### src/rtl/jdp_pkg.sv
// Shared types, constants and helper functions for the jittered deadline pacer.
// No dependencies; every other file in rtl/ except jdp_div.sv refers to this package by scoped names.
package jdp_pkg;

  // Input beat: item kind and current monotonic time
  typedef struct packed {
    logic        kind;
    logic [63:0] now_ns;
  } jdp_in_t;

  // Result beat: new deadline, drawn period and miss flag
  typedef struct packed {
    logic [63:0] due_ns;
    logic [30:0] period_ns;
    logic        missed;
  } jdp_out_t;

  // Item kinds
  localparam logic KIND_START   = 1'b0;
  localparam logic KIND_ADVANCE = 1'b1;

  // Register map (word index)
  localparam logic REG_RATE_HZ = 1'b0;

  // Constants
  localparam logic [63:0] RNG_RESET    = 64'h9E37_79B9_7F4A_7C15;
  localparam logic [19:0] RATE_RESET   = 20'd1000;
  localparam logic [29:0] NS_PER_SEC   = 30'd1000000000;
  localparam logic [31:0] DIV5_RECIP   = 32'hCCCC_CCCD;
  localparam logic [6:0]  PERIOD_STEPS = 7'd30;
  localparam logic [6:0]  MOD_STEPS    = 7'd64;

  // Controller states
  typedef enum logic [3:0] {
    ST_IDLE,
    ST_PDIV,
    ST_PWAIT,
    ST_SPAN,
    ST_STEP,
    ST_MWAIT,
    ST_DRAW,
    ST_FIN,
    ST_OUT
  } jdp_state_t;

  // Controller to datapath commands
  typedef struct packed {
    logic in_load;
    logic div_start;
    logic div_mod;
    logic span_load;
    logic rng_step;
    logic draw_load;
    logic finish;
    logic out_load;
  } jdp_cmd_t;

  // Datapath to controller status
  typedef struct packed {
    logic div_done;
    logic span_zero;
    logic out_free;
  } jdp_sts_t;

  // One xorshift64 step: left 13, right 7, left 17
  function automatic logic [63:0] xs_next(input logic [63:0] s);
    logic [63:0] a;
    logic [63:0] b;
    a = s ^ (s << 13);
    b = a ^ (a >> 7);
    return b ^ (b << 17);
  endfunction

endpackage

### src/rtl/jdp_div.sv
// Restoring divider, one quotient bit per cycle, variable step count.
// Self-contained; uses nothing from jdp_pkg.
module jdp_div (
  input  logic        clk,
  input  logic        rst_n,
  input  logic        start,
  input  logic [63:0] dividend,
  input  logic [31:0] divisor,
  input  logic [6:0]  steps,
  output logic        done,
  output logic [63:0] quot,
  output logic [31:0] rem
);

  logic        busy_r, busy_nxt;
  logic        done_r, done_nxt;
  logic [6:0]  cnt_r, cnt_nxt;
  logic [63:0] dvd_r, dvd_nxt;
  logic [31:0] rem_r, rem_nxt;
  logic [31:0] dsr_r, dsr_nxt;
  logic [32:0] trial;
  logic [33:0] diff;
  logic        ge;

  // Trial subtract of the divisor from the shifted remainder
  assign trial = {rem_r, dvd_r[63]};
  assign diff  = {1'b0, trial} - {2'b00, dsr_r};
  assign ge    = ~diff[33];

  // Load on start, then shift one bit per cycle
  always_comb begin
    busy_nxt = busy_r;
    done_nxt = 1'b0;
    cnt_nxt  = cnt_r;
    dvd_nxt  = dvd_r;
    rem_nxt  = rem_r;
    dsr_nxt  = dsr_r;
    if (start) begin
      busy_nxt = 1'b1;
      cnt_nxt  = steps;
      dvd_nxt  = dividend;
      rem_nxt  = '0;
      dsr_nxt  = divisor;
    end else if (busy_r) begin
      rem_nxt = ge ? diff[31:0] : trial[31:0];
      dvd_nxt = {dvd_r[62:0], ge};
      cnt_nxt = cnt_r - 7'd1;
      if (cnt_r == 7'd1) begin
        busy_nxt = 1'b0;
        done_nxt = 1'b1;
      end
    end
  end

  always_ff @(posedge clk) begin
    if (!rst_n) begin
      busy_r <= 1'b0;
      done_r <= 1'b0;
      cnt_r  <= '0;
    end else begin
      busy_r <= busy_nxt;
      done_r <= done_nxt;
      cnt_r  <= cnt_nxt;
    end
    dvd_r <= dvd_nxt;
    rem_r <= rem_nxt;
    dsr_r <= dsr_nxt;
  end

  assign done = done_r;
  assign quot = dvd_r;
  assign rem  = rem_r;

endmodule

### src/rtl/jdp_dp.sv
// Datapath: generator and deadline state, period and span arithmetic, result register.
// Depends on jdp_pkg (types, constants, xs_next) and instantiates jdp_div.
module jdp_dp (
  input  logic              clk,
  input  logic              rst_n,
  input  jdp_pkg::jdp_cmd_t cmd,
  output jdp_pkg::jdp_sts_t sts,
  input  jdp_pkg::jdp_in_t  in_data,
  input  logic [19:0]       rate_hz,
  input  logic              out_stall,
  output logic              out_valid,
  output jdp_pkg::jdp_out_t out_data
);

  logic              kind_r, kind_nxt;
  logic [63:0]       now_r, now_nxt;
  logic [63:0]       rng_r, rng_nxt;
  logic [63:0]       deadline_r, deadline_nxt;
  logic [29:0]       period_r, period_nxt;
  logic [29:0]       span_r, span_nxt;
  logic [30:0]       drawn_r, drawn_nxt;
  logic [30:0]       res_period_r, res_period_nxt;
  logic              res_miss_r, res_miss_nxt;
  logic              out_valid_r, out_valid_nxt;
  jdp_pkg::jdp_out_t out_data_r, out_data_nxt;

  logic [19:0] rate_eff;
  logic [63:0] div_dividend;
  logic [31:0] div_divisor;
  logic [6:0]  div_steps;
  logic        div_done;
  logic [63:0] div_quot;
  logic [31:0] div_rem;
  logic [63:0] rng_stepped;
  logic [31:0] x3;
  logic [63:0] prod;
  logic [29:0] extra;
  logic [63:0] sum;

  // Treat a zero rate as the lowest rate
  assign rate_eff    = (rate_hz == '0) ? 20'd1 : rate_hz;
  assign rng_stepped = jdp_pkg::xs_next(rng_r);

  // Divider operand select: nominal period or remainder of the draw
  always_comb begin
    if (cmd.div_mod) begin
      div_dividend = rng_stepped;
      div_divisor  = {2'b00, span_r};
      div_steps    = jdp_pkg::MOD_STEPS;
    end else begin
      div_dividend = {jdp_pkg::NS_PER_SEC, 34'd0};
      div_divisor  = {12'd0, rate_eff};
      div_steps    = jdp_pkg::PERIOD_STEPS;
    end
  end

  jdp_div u_div (
    .clk      (clk),
    .rst_n    (rst_n),
    .start    (cmd.div_start),
    .dividend (div_dividend),
    .divisor  (div_divisor),
    .steps    (div_steps),
    .done     (div_done),
    .quot     (div_quot),
    .rem      (div_rem)
  );

  // span = period*3/5 through the reciprocal of five
  assign x3   = {2'b00, div_quot[29:0]} + {1'b0, div_quot[29:0], 1'b0};
  assign prod = x3 * jdp_pkg::DIV5_RECIP;

  assign extra = (span_r == '0) ? 30'd0 : div_rem[29:0];
  assign sum   = deadline_r + {33'd0, drawn_r};

  always_comb begin
    kind_nxt       = kind_r;
    now_nxt        = now_r;
    rng_nxt        = rng_r;
    deadline_nxt   = deadline_r;
    period_nxt     = period_r;
    span_nxt       = span_r;
    drawn_nxt      = drawn_r;
    res_period_nxt = res_period_r;
    res_miss_nxt   = res_miss_r;
    out_valid_nxt  = out_valid_r;
    out_data_nxt   = out_data_r;

    // Capture the accepted beat
    if (cmd.in_load) begin
      kind_nxt = in_data.kind;
      now_nxt  = in_data.now_ns;
    end

    // Latch nominal period and span
    if (cmd.span_load) begin
      period_nxt = div_quot[29:0];
      span_nxt   = prod[63:34];
    end

    // Advance the generator
    if (cmd.rng_step) begin
      rng_nxt = rng_stepped;
    end

    // Jittered period: period - span/2 + remainder
    if (cmd.draw_load) begin
      drawn_nxt = {1'b0, period_r} - {2'b00, span_r[29:1]} + {1'b0, extra};
    end

    // Update deadline and result fields
    if (cmd.finish) begin
      if (kind_r == jdp_pkg::KIND_START) begin
        rng_nxt        = rng_r ^ (now_r | 64'd1);
        deadline_nxt   = now_r;
        res_period_nxt = '0;
        res_miss_nxt   = 1'b0;
      end else begin
        res_period_nxt = drawn_r;
        if (sum <= now_r) begin
          deadline_nxt = now_r;
          res_miss_nxt = 1'b1;
        end else begin
          deadline_nxt = sum;
          res_miss_nxt = 1'b0;
        end
      end
    end

    // Output register: drop on take, load on command
    if (out_valid_r && !out_stall) begin
      out_valid_nxt = 1'b0;
    end
    if (cmd.out_load) begin
      out_valid_nxt          = 1'b1;
      out_data_nxt.due_ns    = deadline_r;
      out_data_nxt.period_ns = res_period_r;
      out_data_nxt.missed    = res_miss_r;
    end
  end

  always_ff @(posedge clk) begin
    if (!rst_n) begin
      rng_r       <= jdp_pkg::RNG_RESET;
      deadline_r  <= '0;
      out_valid_r <= 1'b0;
    end else begin
      rng_r       <= rng_nxt;
      deadline_r  <= deadline_nxt;
      out_valid_r <= out_valid_nxt;
    end
    kind_r       <= kind_nxt;
    now_r        <= now_nxt;
    period_r     <= period_nxt;
    span_r       <= span_nxt;
    drawn_r      <= drawn_nxt;
    res_period_r <= res_period_nxt;
    res_miss_r   <= res_miss_nxt;
    out_data_r   <= out_data_nxt;
  end

  assign sts.div_done  = div_done;
  assign sts.span_zero = (span_r == '0);
  assign sts.out_free  = !out_valid_r || !out_stall;
  assign out_valid     = out_valid_r;
  assign out_data      = out_data_r;

endmodule

### config.mk
export PLATFORM = sky130hd
export DESIGN_NAME = jdp_dp
export DESIGN_NICKNAME = d
export VERILOG_FILES = /design/src/rtl/jdp_pkg.sv /design/src/rtl/jdp_div.sv /design/src/rtl/jdp_dp.sv
export SDC_FILE = /design/constraint.sdc
export NUM_CORES = 2
export LEC_CHECK = 0
export BUFFER_PORTS_ARGS = -buffer_cell sky130_fd_sc_hd__buf_2
export CAP_MARGIN = 30
export CORE_MARGIN = 2
export CORE_UTILIZATION = 45
export DETAILED_ROUTE_END_ITERATION = 10
export SLEW_MARGIN = 15
export SYNTH_ARGS = -nofsm -noshare
export SYNTH_HDL_FRONTEND = slang
export SYNTH_HIERARCHICAL = 1
export SYNTH_SLANG_ARGS = --single-unit
### constraint.sdc
create_clock -name clk -period 28.8 [get_ports clk]
set_input_delay 5.76 -clock clk [delete_from_list [all_inputs] [get_ports clk]]
set_output_delay 5.76 -clock clk [all_outputs]
set_load 0.01 [all_outputs]
==> summary.txt <==
Clock tree
  – Setup Buffers After CTS: 0
  – Root Buffer: clkbuf_16
  – Clk_lat worst skew: 0.66 ns
  – CTS tree: yes
  – CTS Buffer Depth: 3
  – CTS resizes: 0
  – CTS H-tree lvls: 2
  – # clock sinks: 550
  – Hold buffers post-CTS: 0
  – TritonCTS Buffers: 57
  – Clock slew at reported path FFs: 0.06 ns

Logic synthesis
  – Yosys warning count: 6
  – Mean Syn Cell Area: 10.0 um^2
  – Post-synthesis sequential area ratio: 29.6%
  – Synth Flop Type: edfxtp_1
  – Syn Inst Count: 4981
  – Post-synthesis register bit count: 550
  – EDFF count, synth: 380
  – Async SR Flop Fraction: 0%
  – Count of unique library cells instantiated by Yosys: 102
  – Mapped Area: 50000 um^2

Die
  – Die Area: 114000 um^2
  – Core area: 111000 um^2
  – Starting density of the core: 45.3%
  – # rows: 122
  – Die height: 337 um
  – Die width: 337 um
  – IO Count: 196

Worst setup path
  – Worst path cell trace: buf_2 -> nand2_1 -> buf_2
  – Worst Path Required: 23.04 ns
  – CP max stage delay: 0.12 ns
  – Buf/Inv on CP: 2
  – CP Max Fanout: 2
  – Worst EP arrival: 6.03 ns
  – Worst path top cell family by delay: buffers and inverters
  – Top cell by count, worst path: buf_2
  – Element type at the critical path end: primary output
  – R2r setup slk: 17.54 ns
  – Slowest-stage cell, CP: buf_2
  – Critical Path Source Type: input port
  – Setup CP Type: in2out

Routing
  – Routed wire length: 146000 um
  – Via total after detailed routing: 36600
  – Vias/cell: 5.52
  – ANT nets after route: 0
  – Initial drt markers: 3163
  – Pre-antenna DRT Iters: 5
  – Remaining DRCs: 0
  – WL/cell: 22.0 um

Global routing
  – Gr busiest metal: met2
  – Met1 GRT Util: 36.6%
  – GR Layer Usage met2: 41.2%
  – Initial antenna violation count: 4
  – First-pass GRT wire length: 221000 um
  – GRT met3 Usage: 2.71%
  – Largest net degree at the start of global routing: 79
  – Vias in the first global route: 35800
  – GRT Util Overall: 25.6%
  – Total global routing overflow: 0

Layout
  – Most frequent cells in the layout: 840 x inv_1, 539 x ha_1, 426 x fa_1
  – Layout area overhead: 8.50%
  – Most common cell after layout, fill and taps aside: inv_1
  – Layout cells sized above 1: 8.95%
  – Final #Nets: 6151
  – Layout fillers: 10400

STA
  – Final setup vio count: 0
  – Setup_tns: 0 ns
  – Clock Skews: 0.0277 ns
  – RSZ-0062 raised after global routing: false
  – Minimum clock period: 11.79 ns
  – Setup ws final: 17.01 ns
  – Period Utilization, post-route: 40.9%
  – Rel. slew slack: 32.6%
  – Final Hold Slack: 0.418 ns
  – Max Slew Vio Count: 0
  – Final Hold Viols: 0
  – Achievable Freq: 84.8 MHz
  – Slew @ Worst Pin: 1.00 ns

Run status
  – Status: completed

Place
  – Detailed Place HPWL: 118000 um
  – Port bufs: 195
  – Final GP Congestion: 0.959
  – Pre-CTS WS: 17.01 ns

Hold path
  – Hold crit path type: reg2reg

Job
  – Maxcap violations: 0
-- worst reg2reg max path, delay by kind of cell (launching register included) --
family / cells / cell delay (ns)
AND/OR/NAND/NOR: 4 / 1.22
flip-flops: 1 / 0.65
XOR/XNOR: 1 / 0.08
AO/OA/AOI/OAI: 13 / 3.99
adder cells (fa/ha/maj): 11 / 4.81
buffers and inverters: 5 / 0.26
-- registers in the layout, indices dropped and copies added (netlist names), 31 cells and up --
signal	flops
deadline_r	64
drawn_r	31
now_r	64
out_data	96
res_period_r	31
rng_r	64
u_div/dsr_r	32
u_div/quot	64
u_div/rem	32
-- synth_stat cells, drive strengths merged, types with 79 or more instances --
cell type,instances,area [um^2]
a21o,95,714
nand2,325,1230
nor3,79,395
nand3,91,460
and2,111,699
edfxtp,380,11400
inv,841,3160
mux2,82,923
dfxtp,170,3400
clkbuf,148,556
xor2,129,1130
a21oi,196,1000
nor2,203,769
fa,426,8530
xnor2,246,2150
ha,539,6740
o21ai,127,639
-- through the flow --
stage / utilization [%] / cells / area, um^2
after global routing: 49.1 / 6626 / 54300
final: 49.1 / 6628 / 54300
after global placement: 47.3 / 6514 / 52300
after detailed placement: 47.4 / 6516 / 52300
after CTS: 49.1 / 6623 / 54200
after floorplan: - / 4984 / 50000
-- kinds of logic after synthesis --
| kind of cell | Yosys count | synth area share [%] |
|---|---|---|
| adder cells (fa/ha/maj) | 965 | 30.5 |
| AND/OR/NAND/NOR | 1093 | 11.0 |
| XOR/XNOR | 375 | 6.57 |
| other | 1 | 0.00750 |
| AO/OA/AOI/OAI | 880 | 12.4 |
| multiplexers | 93 | 2.07 |
| buffers and inverters | 1024 | 7.89 |
| flip-flops | 550 | 29.6 |
-- routing by layer --
| metal | vias to the layer above | wire length [um] | part of all wire [%] |
|---|---|---|---|
| met1 | 18000 | 65400 | 45 |
| met2 | 1200 | 66900 | 46 |
| li1 | 17300 | - | - |
| met3 | 182 | 9390 | 6.4 |
| met5 | - | 0 | 0 |
| met4 | 0 | 3970 | 2.7 |
-- path summary, 6_finish.rpt --
path | start | to | cells past startpoint
hold / removal | res_period_r[17] | out_data[18] | 0
hold reg to reg | res_period_r[17] | out_data[18] | 0
setup reg to reg | u_div/quot[0] | span_r[27] | 34
setup / recovery | out_stall | sts[0] | 3
-- final cells by class --
type	count	area [um^2]	share of cell area [%]
inverter	843	3160	5.83
timing repair buffer	228	1230	2.27
antenna	2	5.00	0.00922
multi-input combinational	3410	31300	57.7
sequential	550	14800	27.3
clock inverter	37	399	0.735
clock buffer	70	1510	2.77
tap	1488	1860	3.43
Power is left out: the tool's default activity adds up to more than one toggle a clock period on the data nets, which glitch-free logic cannot reach.
