### src/rtl/jdp_pkg.sv
// Shared types, constants and helper functions for the jittered deadline pacer.
// No dependencies; every other file in rtl/ except jdp_div.sv refers to this package by scoped names.
package jdp_pkg;

  // Input beat: item kind and current monotonic time
  typedef struct packed {
    logic        kind;
    logic [63:0] now_ns;
  } jdp_in_t;

  // Result beat: new deadline, drawn period and miss flag
  typedef struct packed {
    logic [63:0] due_ns;
    logic [30:0] period_ns;
    logic        missed;
  } jdp_out_t;

  // Item kinds
  localparam logic KIND_START   = 1'b0;
  localparam logic KIND_ADVANCE = 1'b1;

  // Register map (word index)
  localparam logic REG_RATE_HZ = 1'b0;

  // Constants
  localparam logic [63:0] RNG_RESET    = 64'h9E37_79B9_7F4A_7C15;
  localparam logic [19:0] RATE_RESET   = 20'd1000;
  localparam logic [29:0] NS_PER_SEC   = 30'd1000000000;
  localparam logic [31:0] DIV5_RECIP   = 32'hCCCC_CCCD;
  localparam logic [6:0]  PERIOD_STEPS = 7'd30;
  localparam logic [6:0]  MOD_STEPS    = 7'd64;

  // Controller states
  typedef enum logic [3:0] {
    ST_IDLE,
    ST_PDIV,
    ST_PWAIT,
    ST_SPAN,
    ST_STEP,
    ST_MWAIT,
    ST_DRAW,
    ST_FIN,
    ST_OUT
  } jdp_state_t;

  // Controller to datapath commands
  typedef struct packed {
    logic in_load;
    logic div_start;
    logic div_mod;
    logic span_load;
    logic rng_step;
    logic draw_load;
    logic finish;
    logic out_load;
  } jdp_cmd_t;

  // Datapath to controller status
  typedef struct packed {
    logic div_done;
    logic span_zero;
    logic out_free;
  } jdp_sts_t;

  // One xorshift64 step: left 13, right 7, left 17
  function automatic logic [63:0] xs_next(input logic [63:0] s);
    logic [63:0] a;
    logic [63:0] b;
    a = s ^ (s << 13);
    b = a ^ (a >> 7);
    return b ^ (b << 17);
  endfunction

endpackage

### src/rtl/jdp_ctrl.sv
// Controller state machine: sequences accept, divides, draw, update and result load.
// Depends on jdp_pkg (state enum, command and status structs).
module jdp_ctrl (
  input  logic              clk,
  input  logic              rst_n,
  input  logic              in_valid,
  input  logic              in_kind,
  output logic              in_stall,
  input  jdp_pkg::jdp_sts_t sts,
  output jdp_pkg::jdp_cmd_t cmd
);

  jdp_pkg::jdp_state_t state_r, state_nxt;

  always_ff @(posedge clk) begin
    if (!rst_n) begin
      state_r <= jdp_pkg::ST_IDLE;
    end else begin
      state_r <= state_nxt;
    end
  end

  // Next state and commands
  always_comb begin
    state_nxt = state_r;
    cmd       = '0;
    unique case (state_r)
      jdp_pkg::ST_IDLE: begin
        if (in_valid) begin
          cmd.in_load = 1'b1;
          state_nxt   = (in_kind == jdp_pkg::KIND_ADVANCE) ? jdp_pkg::ST_PDIV
                                                           : jdp_pkg::ST_FIN;
        end
      end
      jdp_pkg::ST_PDIV: begin
        cmd.div_start = 1'b1;
        state_nxt     = jdp_pkg::ST_PWAIT;
      end
      jdp_pkg::ST_PWAIT: begin
        if (sts.div_done) begin
          state_nxt = jdp_pkg::ST_SPAN;
        end
      end
      jdp_pkg::ST_SPAN: begin
        cmd.span_load = 1'b1;
        state_nxt     = jdp_pkg::ST_STEP;
      end
      jdp_pkg::ST_STEP: begin
        // Skip the generator when the span is empty
        if (sts.span_zero) begin
          state_nxt = jdp_pkg::ST_DRAW;
        end else begin
          cmd.rng_step  = 1'b1;
          cmd.div_start = 1'b1;
          cmd.div_mod   = 1'b1;
          state_nxt     = jdp_pkg::ST_MWAIT;
        end
      end
      jdp_pkg::ST_MWAIT: begin
        if (sts.div_done) begin
          state_nxt = jdp_pkg::ST_DRAW;
        end
      end
      jdp_pkg::ST_DRAW: begin
        cmd.draw_load = 1'b1;
        state_nxt     = jdp_pkg::ST_FIN;
      end
      jdp_pkg::ST_FIN: begin
        cmd.finish = 1'b1;
        state_nxt  = jdp_pkg::ST_OUT;
      end
      jdp_pkg::ST_OUT: begin
        if (sts.out_free) begin
          cmd.out_load = 1'b1;
          state_nxt    = jdp_pkg::ST_IDLE;
        end
      end
      default: begin
        state_nxt = jdp_pkg::ST_IDLE;
      end
    endcase
  end

  assign in_stall = (state_r != jdp_pkg::ST_IDLE);

endmodule

### config.mk
export PLATFORM = sky130hd
export DESIGN_NAME = jdp_ctrl
export DESIGN_NICKNAME = d
export VERILOG_FILES = /design/src/rtl/jdp_pkg.sv /design/src/rtl/jdp_ctrl.sv
export SDC_FILE = /design/constraint.sdc
export NUM_CORES = 1
export LEC_CHECK = 0
export BUFFER_PORTS_ARGS = -buffer_cell sky130_fd_sc_hd__buf_2
export CAP_MARGIN = 20
export CORE_AREA = 4 4 41 43
export CTS_CLUSTER_DIAMETER = 100
export CTS_CLUSTER_SIZE = 14
export DETAILED_ROUTE_END_ITERATION = 6
export DIE_AREA = 0 0 45 47
export SETUP_SLACK_MARGIN = 0.02
export SKIP_CTS_REPAIR_TIMING = 1
export SLEW_MARGIN = 5
export SYNTH_ARGS = -nofsm -noshare
export SYNTH_HDL_FRONTEND = slang
export SYNTH_SLANG_ARGS = --single-unit
### constraint.sdc
create_clock -name clk -period 1.07 [get_ports clk]
set_input_delay 0.214 -clock clk [delete_from_list [all_inputs] [get_ports clk]]
set_output_delay 0.214 -clock clk [all_outputs]
set_load 0.03 [all_outputs]
==> results.md, run 1 <==
* Relative slew slack at roughly 81%
* Number of max-cap violations at 0
* Post-route cell area at between 600 and 700 um2
* Reg2Reg Launch Point: state_r[2]
* Post-synthesis cell type count at 25
* DRT iter0 DRCs at 6
* CTS tree: built
* Gr ovfl total at 0
* Tot GR Track Use at a little over a tenth
* Vias in the first global route at 369
* CP startpoint: state_r[1]
* Layout Nets at slightly above 80
* FF-to-FF path depth at 6
* Syn. warnings at 0
* Clock latency on the worst-skew pair at about 0.24 ns
* Failing checks: negative setup slack
* CTS H-tree lvls at 1
* Run status: finished, violations left
* ANT nets after route at 0
* Syn nets at 52
* Drt pass-1 iters at 4
* First-pass GRT wire length at 1590 um
* Clock sink count at 4
* Most frequent cells in the layout: buf_4 (14), buf_6 (8), buf_2 (6)
* Commonest non-fill, non-tap cell in the layout: buf_4
* Initial antenna violation count at 0
* IO Count at 16
* Post-Route WL at 992 um
* Routed WL per cell at ~11 um
* Part of the cycle the worst path needs at 133%
* Ratio of cells with drive above 1 in the final layout at between 60 and 70%
* Max Buffers Root-to-Sink at 2
* Maximum fanout along the worst path at 7
* Number of synthesized register bits at 4
* Cts bufs inserted at 3
* Min-delay worst type: primary input to flip-flop
* ANT cells at 0
* Utilization after layout at 52.4%
* Vias per cell at approximately 4.8
* Seq/Total Area, Yosys at a little under a quarter
* Clock-pin slew on the worst setup and hold paths at 0.04 ns
* Tmin final at around 1.4 ns
* Final hold vios at 0
* CP Capture Point: cmd[5]
* Root Driver: clkbuf_4
* Critical-path top delay cell: dfxtp_4
* Critical Path RT at 0.86 ns
* Max reg flops at 4
* Hpwl dp at slightly below 800 um
* Syn avg cell area at approximately 8 um2
* Setup CP Type: flip-flop to primary output
* Setup crit end kind: primary output
* FP Rows at 13
* R2R setup slack at -0.21 ns
* Critical-path cell list: buf_6, nor4_4, buf_6
* Via count at between 400 and 500
* Final worst slack at -0.351 ns
* DRC at 0
* Worst-margin pin slew at roughly 0.28 ns
* CP peak stage delay at roughly 0.37 ns
* Starting density of the core at a little over a quarter
* Setup violators final at 12
* Crit path DAT at about 1.2 ns
* Clock skew at about 0.0031 ns
* Core ar. at approximately 1300 um2
* FMAX at 704 MHz
* Worst VDD drop at roughly 0.0014 V
* Cells after Synth at 45
* Routability cong. at between 0.7 and 0.8
* Port bufs at 15
* Slew Limit Fails at 0
* RSZ-0062 raised after global routing: true
* Top reg by flops: state_r
* Die H at around 47 um
* Worst R2R End: state_r[2]
* Post-Syn Area at 353 um2
* Power Dens Cells at between 2000 and 3000 nW/um2
* Area Overhead vs Synth at 93.3%
* Setup TNS at -3.06 ns
* Die Footprint at between 2000 and 2500 um2
* Crit-path most repeated cell: buf_6
* Largest regs: state_r (4)
* Worst Setup Start Kind: flip-flop
* Post-place instance area at 566 um2
* # fillers at 130
* Leakage at 0.287 nW
* DIE WIDTH at roughly 45 um
* Largest net degree at the start of global routing at 11
## worst min-delay path by stage
stage / to / depth (start not counted) / slack [ns] / from
floorplan: state_r[3] / 1 / 0.33 / rst_n
global placement: state_r[3] / 2 / 0.49 / rst_n
detailed placement: state_r[3] / 2 / 0.49 / rst_n
CTS: state_r[3] / 2 / 0.23 / rst_n
global route: state_r[3] / 2 / 0.24 / rst_n
finish: state_r[3] / 2 / 0.24 / rst_n
## report_power, final
group | leakage (nW) | internal (mW) | total (mW) | switching [mW]
Sequential | 0.0353 | 0.237 | 0.361 | 0.124
Combinational | 0.237 | 0.722 | 1.40 | 0.682
Clock | 0.0150 | 0.140 | 0.207 | 0.0670
## routing by layer
metal	share of wire (%)	track usage [%]
met2	51	17.5
met4	1.6	10.5
met3	4.7	1.15
met1	43	12.2
met5	0	0
## worst max-delay path: cells and delay by family (launching register included)
family	cells	cell delay, ns
buffers and inverters	2	0.31
DFF	1	0.37
and+or+nand+nor	1	0.30
## cell usage after synthesis (all sizes together)
| cell type | n | area share [%] |
|---|---|---|
| a211oi | 1 | 3.5 |
| a21oi | 3 | 4.3 |
| a31oi | 1 | 1.8 |
| and3 | 1 | 1.8 |
| and4 | 1 | 2.5 |
| and4bb | 2 | 7.1 |
| buf | 4 | 8.2 |
| dfxtp | 4 | 23 |
| inv | 2 | 2.1 |
| mux2i | 1 | 2.8 |
| nand2 | 3 | 3.2 |
| nand2b | 4 | 7.1 |
| nand4 | 1 | 1.8 |
| nor2 | 5 | 5.3 |
| nor2b | 2 | 3.5 |
| nor3 | 3 | 4.3 |
| nor4 | 1 | 1.8 |
| nor4b | 1 | 4.3 |
| o211ai | 1 | 2.1 |
| o21a | 1 | 2.1 |
| o21ba | 1 | 2.8 |
| o221ai | 1 | 2.5 |
| o41ai | 1 | 2.5 |
## cell type report
class / count / area [um2] / share of cell area [%]
multi-input combinational: 35 / 304 / 44.6
timing repair buffer: 29 / 233 / 34.1
sequential: 4 / 92.6 / 13.6
clock buffer: 4 / 26.3 / 3.85
tap: 15 / 18.8 / 2.75
inverter: 2 / 7.51 / 1.10
## metrics by stage
stage	hold WS (ns)	cells	total power, mW	worst slack [ns]
2_1_floorplan	0.331	45	1.18	-0.367
3_3_place_gp	0.486	83	1.47	-0.223
3_5_place_dp	0.486	83	1.48	-0.208
4_1_cts	0.226	87	1.71	-0.445
5_1_grt	0.238	89	2.14	-0.411
6_report	0.237	89	1.97	-0.351
## kinds of logic (layout without fill, tap and decap cells)
group           after synthesis  in the layout  share of synthesized area (%)
flops                         4              4                           22.7
mux                           1              1                           2.84
compound gates               10             10                           21.6
buf+inv                       6             35                           10.3
simple gates                 24             24                           42.6
Note: power is estimated with default switching activity, not from simulation.
==> run 2: changes to the inputs <==
--- a/config.mk
+++ b/config.mk
@@ -12,6 +12,7 @@
 export CTS_CLUSTER_SIZE = 14
 export DETAILED_ROUTE_END_ITERATION = 6
 export DIE_AREA = 0 0 45 47
+export REMOVE_ABC_BUFFERS = 1
 export SETUP_SLACK_MARGIN = 0.02
 export SKIP_CTS_REPAIR_TIMING = 1
 export SLEW_MARGIN = 5
==> run 2 against run 1 <==
Against the previous run:
- the flow still finishes with violations (negative setup slack)
- sequential power shrank 4%
- setup slack lost 0.018 ns
- die area is the same
- largest power group unchanged
==> results.md, run 2 (synthesis gave the netlist of run 1 again) <==
* Run status: finished, violations left
* Failing checks: negative setup slack
* Routed WL per cell at 14.4 um (+29%)
* Tot GR Track Use at 9.87% (-0.95 points)
* # fillers at 138 (+6.2%)
* Setup CP Type: flip-flop to primary output
* FP Rows at 13 (unchanged)
* First-pass GRT wire length at 1510 um (-5.1%)
* Clock latency on the worst-skew pair at 0.23 ns (about the same)
* Vias in the first global route at 385 (+4.3%)
* Part of the cycle the worst path needs at 134% (+1.7 points)
* FF+latch area at 88.8 um2 (-4.1%)
* M2 GR Usage at 16.1% (-1.4 points)
* DRC at 0 (unchanged)
* Post-Route WL at 1280 um (+29%)
* Largest net degree at the start of global routing at 10 (-1)
* Relative slew slack at 73.3% (-8.1 points)
* Clock-pin slew on the worst setup and hold paths at 0.04 ns (about the same)
* DRT iter0 DRCs at 3 (-3)
* Vias per cell at 5.19 (+8.7%)
* Initial antenna violation count at 0 (unchanged)
* Root Driver: clkbuf_4
* Cts bufs inserted at 3 (unchanged)
* Starting density of the core at 27.1% (unchanged)
* Most frequent cells in the layout: buf_4 (16), buf_2 (7), buf_6 (6)
* Die H at 47 um (unchanged)
* Clock skew at 0.00185 ns (-0.00126 ns)
* GRT met3 Usage at 1.53% (+0.38 points)
* Top reg by flops: state_r
* Grt peak-use layer: met2
* Critical Path RT at 0.86 ns (about the same)
* Number of max-cap violations at 0 (unchanged)
* Commonest non-fill, non-tap cell in the layout: buf_4
* Die Footprint at 2120 um2 (unchanged)
* Setup crit end kind: primary output
* Worst-margin pin slew at 0.400 ns (+0.124 ns)
* Final worst slack at -0.369 ns (-0.0180 ns)
* Utilization after layout at 51.8% (-0.58 points)
* Final hold vios at 0 (unchanged)
* FMAX at 695 MHz (-1.3%)
* Min-delay worst type: primary input to flip-flop
* Power Dens Cells at 2930 nW/um2 (+1.2%)
* Worst VDD drop at 0.00114 V (-17%)
* CTS H-tree lvls at 1 (unchanged)
* CTS tree: built
* Area Overhead vs Synth at 91.1%
* Hpwl dp at 821 um (+4.5%)
* Crit path DAT at 1.22 ns (about the same)
* RSZ-0062 raised after global routing: true
* Worst Setup Start Kind: flip-flop
* Setup violators final at 13 (+1)
* Slew Limit Fails at 0 (unchanged)
* IO Count at 16 (unchanged)
* Ratio of cells with drive above 1 in the final layout at 71.6% (+2.7 points)
* Hold_ws at 0.252 ns (+0.0155 ns)
* Max reg flops at 4 (unchanged)
* Drt pass-1 iters at 4 (unchanged)
* Max Buffers Root-to-Sink at 2 (unchanged)
* Leakage at 0.289 nW (+0.60%)
* ANT nets after route at 0 (unchanged)
* Maximum fanout along the worst path at 2 (-5)
* Tmin final at 1.44 ns (+0.0180 ns)
* Largest regs: state_r (4)
* Multi-input gate area at 307 um2 (+0.82%)
* Core ar. at 1300 um2 (unchanged)
* Port bufs at 15 (unchanged)
* Routability cong. at 0.796 (+1.3%)
* GR Util met1 at 11.1% (-1.1 points)
* Gr ovfl total at 0 (unchanged)
* Via count at 462 (+8.7%)
* Layout Nets at 83 (+1.2%)
* DIE WIDTH at 45 um (unchanged)
* Clock sink count at 4 (unchanged)
* ANT cells at 0 (unchanged)
-- run 2: layout make-up --
class | count | area share [%]
multi-input cells | 35 | 45.5
repair buffers | 30 | 34.1
flip-flops and latches | 4 | 13.2
clock buffers | 3 | 3.34
well taps | 15 | 2.78
inverters | 2 | 1.11
-- run 2: path summary, 6_finish.rpt --
kind	startpoint	end	slack (ns)	cells past startpoint
worst max-delay path	state_r[3]	cmd[3]	-0.37	3
worst min-delay path	rst_n	state_r[3]	0.25	2
worst max register to register	state_r[1]	state_r[1]	-0.26	5
worst min register to register	state_r[3]	state_r[1]	0.59	2
-- run 2: power breakdown --
part           internal, mW  switching [mW]
logic                 0.701           0.747
clock network         0.125          0.0561
registers             0.229           0.116
total                  1.06           0.919
-- run 2: metrics by stage --
stage          area, um2  TNS [ns]  setup slack, ns  instances  power [mW]
6_report             674     -3.44           -0.369         89        1.97
4_1_cts              546     -4.17           -0.433         88        1.57
5_1_grt              674     -4.11           -0.428         89        2.10
3_3_place_gp         523     -1.60           -0.208         85        1.37
3_5_place_dp         523     -1.79           -0.254         85        1.38
2_1_floorplan        324     -5.49            -1.53         41       0.913
-- run 2: routing by layer --
metal,share of wire [%],vias to the layer above
met4,1.6,0
met1,35,213
met2,56,25
met3,7.3,2
li1,-,222
met5,0,-
-- run 2: critical path, cell delays in order, from the launching register on --
cell and delay [ns]:
dfxtp_1 0.31, nand2b_1 0.19, nor4_2 0.23, clkbuf_4 0.26
==> run 3: changes to the inputs <==
--- a/config.mk
+++ b/config.mk
@@ -12,6 +12,7 @@
 export CTS_CLUSTER_SIZE = 14
 export DETAILED_ROUTE_END_ITERATION = 6
 export DIE_AREA = 0 0 45 47
+export MAX_ROUTING_LAYER = met4
 export REMOVE_ABC_BUFFERS = 1
 export SETUP_SLACK_MARGIN = 0.02
 export SKIP_CTS_REPAIR_TIMING = 1
==> constraint.sdc (replaced) <==
create_clock -name clk -period 1.35 [get_ports clk]
set_input_delay 0.27 -clock clk [delete_from_list [all_inputs] [get_ports clk]]
set_output_delay 0.27 -clock clk [all_outputs]
set_load 0.03 [all_outputs]
==> run 3 against run 2 <==
Against the previous run:
- final cell count decreased by 11%
- largest power group unchanged
- count of clock-buffer cells in the layout stayed put
- via count down 6.9%
- global-route usage rose by 0.17 points
- critical endpoint is now cmd[4]
- the flow still finishes with violations (negative setup slack)
- highest routed layer unchanged
- sequential power decreased by 17%
- clock power down 15%
- sequential share of layout area up 3.0 points
- combinational power is 39% lower
- register-to-register slack improved by 0.32 ns
- final area down 16%
- first-iteration DRC count grew to 7.3 times the previous value
==> results.md, run 3 (synthesis gave the netlist of run 1 again) <==
* DP Cell Count at 75 (-12%)
* Final hold vios at 0 (unchanged)
* Logic gate share of total power at 66.8% (-6.5 points)
* Top reg by flops: state_r
* Crit path DAT at 1.20 ns (-0.02 ns)
* Tmin final at between 1 and 1.5 ns
* Critical-path cell list: nand2_1, nor3_2, buf_4
* Via count at 430 (-6.9%)
* Largest net degree at the start of global routing at 12 (+2)
* DRC at 0 (unchanged)
* Setup violators final at 7 (-6)
* Setup CP Type: flip-flop to primary output
* Root Driver: clkbuf_4
* Routability cong. at 0.871 (+9.4%)
* Part of the cycle the worst path needs at 109%
* DRT iter0 DRCs at 22 (+19)
* Post-Route WL at 1170 um (-8.3%)
* Final cell count without fillers at 79 (-11%)
* Setup crit end kind: primary output
* Post-route cell area at 564 um2 (-16%)
* IO Count at 16 (unchanged)
* Power Total at 1.33 mW (-33%)
* Commonest non-fill, non-tap cell in the layout: buf_4
* FP Rows at 13 (unchanged)
* Switch Pwr at 0.657 mW (-29%)
* First-pass GRT wire length at 1520 um (+0.46%)
* Initial antenna violation count at 0 (unchanged)
* Port bufs at 15 (unchanged)
* CTS H-tree lvls at 1 (unchanged)
* Vias per cell at 5.44 (+4.9%)
* Number of max-cap violations at 0 (unchanged)
* Power Dens Cells at 2360 nW/um2 (-20%)
* Die H at 47 um (unchanged)
* Clock latency on the worst-skew pair at 0.24 ns (about the same)
* Routed WL per cell at 14.9 um (+3.3%)
* ANT cells at 0 (unchanged)
* Gr ovfl total at 0 (unchanged)
* Final worst slack at -0.121 ns (+0.247 ns)
* Min-delay worst type: primary input to flip-flop
* Reg2Reg Launch Point: state_r[2]
* Relative slew slack at 80.8% (+7.5 points)
* RSZ-0062 raised after global routing: true
* Hold path startpoint: rst_n
* Post-place instance area at 448 um2 (-14%)
* Hpwl dp at 736 um (-10%)
* CP startpoint: state_r[1]
* Hold_ws at 0.291 ns (+0.0384 ns)
* Largest regs: state_r (4)
* Max Buffers Root-to-Sink at 2 (unchanged)
* Worst Setup Start Kind: flip-flop
* Clock-pin slew on the worst setup and hold paths at 0.04 ns (about the same)
* ANT nets after route at 0 (unchanged)
* CP peak stage delay at 0.41 ns (+0.10 ns)
* Layout Nets at 73 (-12%)
* Critical Path RT at 1.08 ns (+0.22 ns)
* Clock skew at 0.00961 ns (+0.00776 ns)
* Sequential share of power at 21.7% (+4.2 points)
* Slew Limit Fails at 0 (unchanged)
* Core ar. at 1300 um2 (unchanged)
* Clock sink count at 4 (unchanged)
* Starting density of the core at 27.1% (unchanged)
* Setup TNS at -0.626 ns (+2.81 ns)
* Maximum fanout along the worst path at 11 (+9)
* Run status: finished, violations left
* Clk pwr share at 11.5% (+2.3 points)
* Critical-path top delay cell: dfxtp_4
* Failing checks: negative setup slack
* # fillers at 141 (+2.2%)
* Drt pass-1 iters at 4 (unchanged)
* Cts bufs inserted at 3 (unchanged)
* Internal at 0.673 mW (-36%)
* Area Overhead vs Synth at 59.9%
* CTS tree: built
* Tot GR Track Use at 10.0% (+0.17 points)
* Worst VDD drop at 0.00115 V (+0.70%)
* Max reg flops at 4 (unchanged)
* Leakage at 0.232 nW (-20%)
* Ratio of cells with drive above 1 in the final layout at 62.5% (-9.1 points)
* Worst-margin pin slew at 0.280 ns (-0.120 ns)
* DIE WIDTH at 45 um (unchanged)
* Die Footprint at 2120 um2 (unchanged)
* Net Sw Frac at 49.4% (+2.8 points)
* Vias in the first global route at 383 (-0.52%)
* Most frequent cells in the layout: buf_4 (9), buf_2 (8)
* FMAX at 680 MHz
## run 3: worst max-delay path, delay by kind of cell (launching register included)
kind,cells,cell delay [ns]
and+or+nand+nor,2,0.36
buffers and inverters,1,0.19
DFF,1,0.41
## run 3: final timing paths
path                endpoint  slack (ns)  cells after the start
hold / removal    state_r[3]        0.29                      2
setup / recovery      cmd[4]       -0.12                      3
setup reg to reg  state_r[2]        0.06                      5
hold reg to reg   state_r[1]        0.62                      2
## run 3: power by group through the flow
stage / clock, mW / sequential [mW] / combinational, mW
after floorplan: 0 / 0.251 / 0.472
after global placement: 0 / 0.245 / 0.708
after detailed placement: 0 / 0.245 / 0.706
after CTS: 0.151 / 0.244 / 0.708
after global routing: 0.161 / 0.294 / 0.961
final: 0.154 / 0.288 / 0.888
## run 3: final cells by class
cell class | instances | area [um2] | area share, %
Sequential cell | 4 | 91.3 | 16.2
Multi-Input combinational cell | 35 | 283 | 50.1
Timing Repair Buffer | 20 | 141 | 25.1
Clock buffer | 3 | 22.5 | 3.99
Inverter | 2 | 7.51 | 1.33
Tap cell | 15 | 18.8 | 3.33
## run 3: through the flow
stage	setup slack, ns	utilization (%)
floorplan	-1.30	-
global placement	-0.00166	34.4
detailed placement	-0.0349	34.4
CTS	-0.291	36.2
global route	-0.188	43.4
finish	-0.121	43.4
## run 3: per-layer routing
metal	track usage (%)	vias up	share of wire (%)
li1	-	206	-
met5	-	-	0
met1	12.3	201	36
met2	15.8	21	56
met4	5.26	0	1.6
met3	1.53	2	6.9
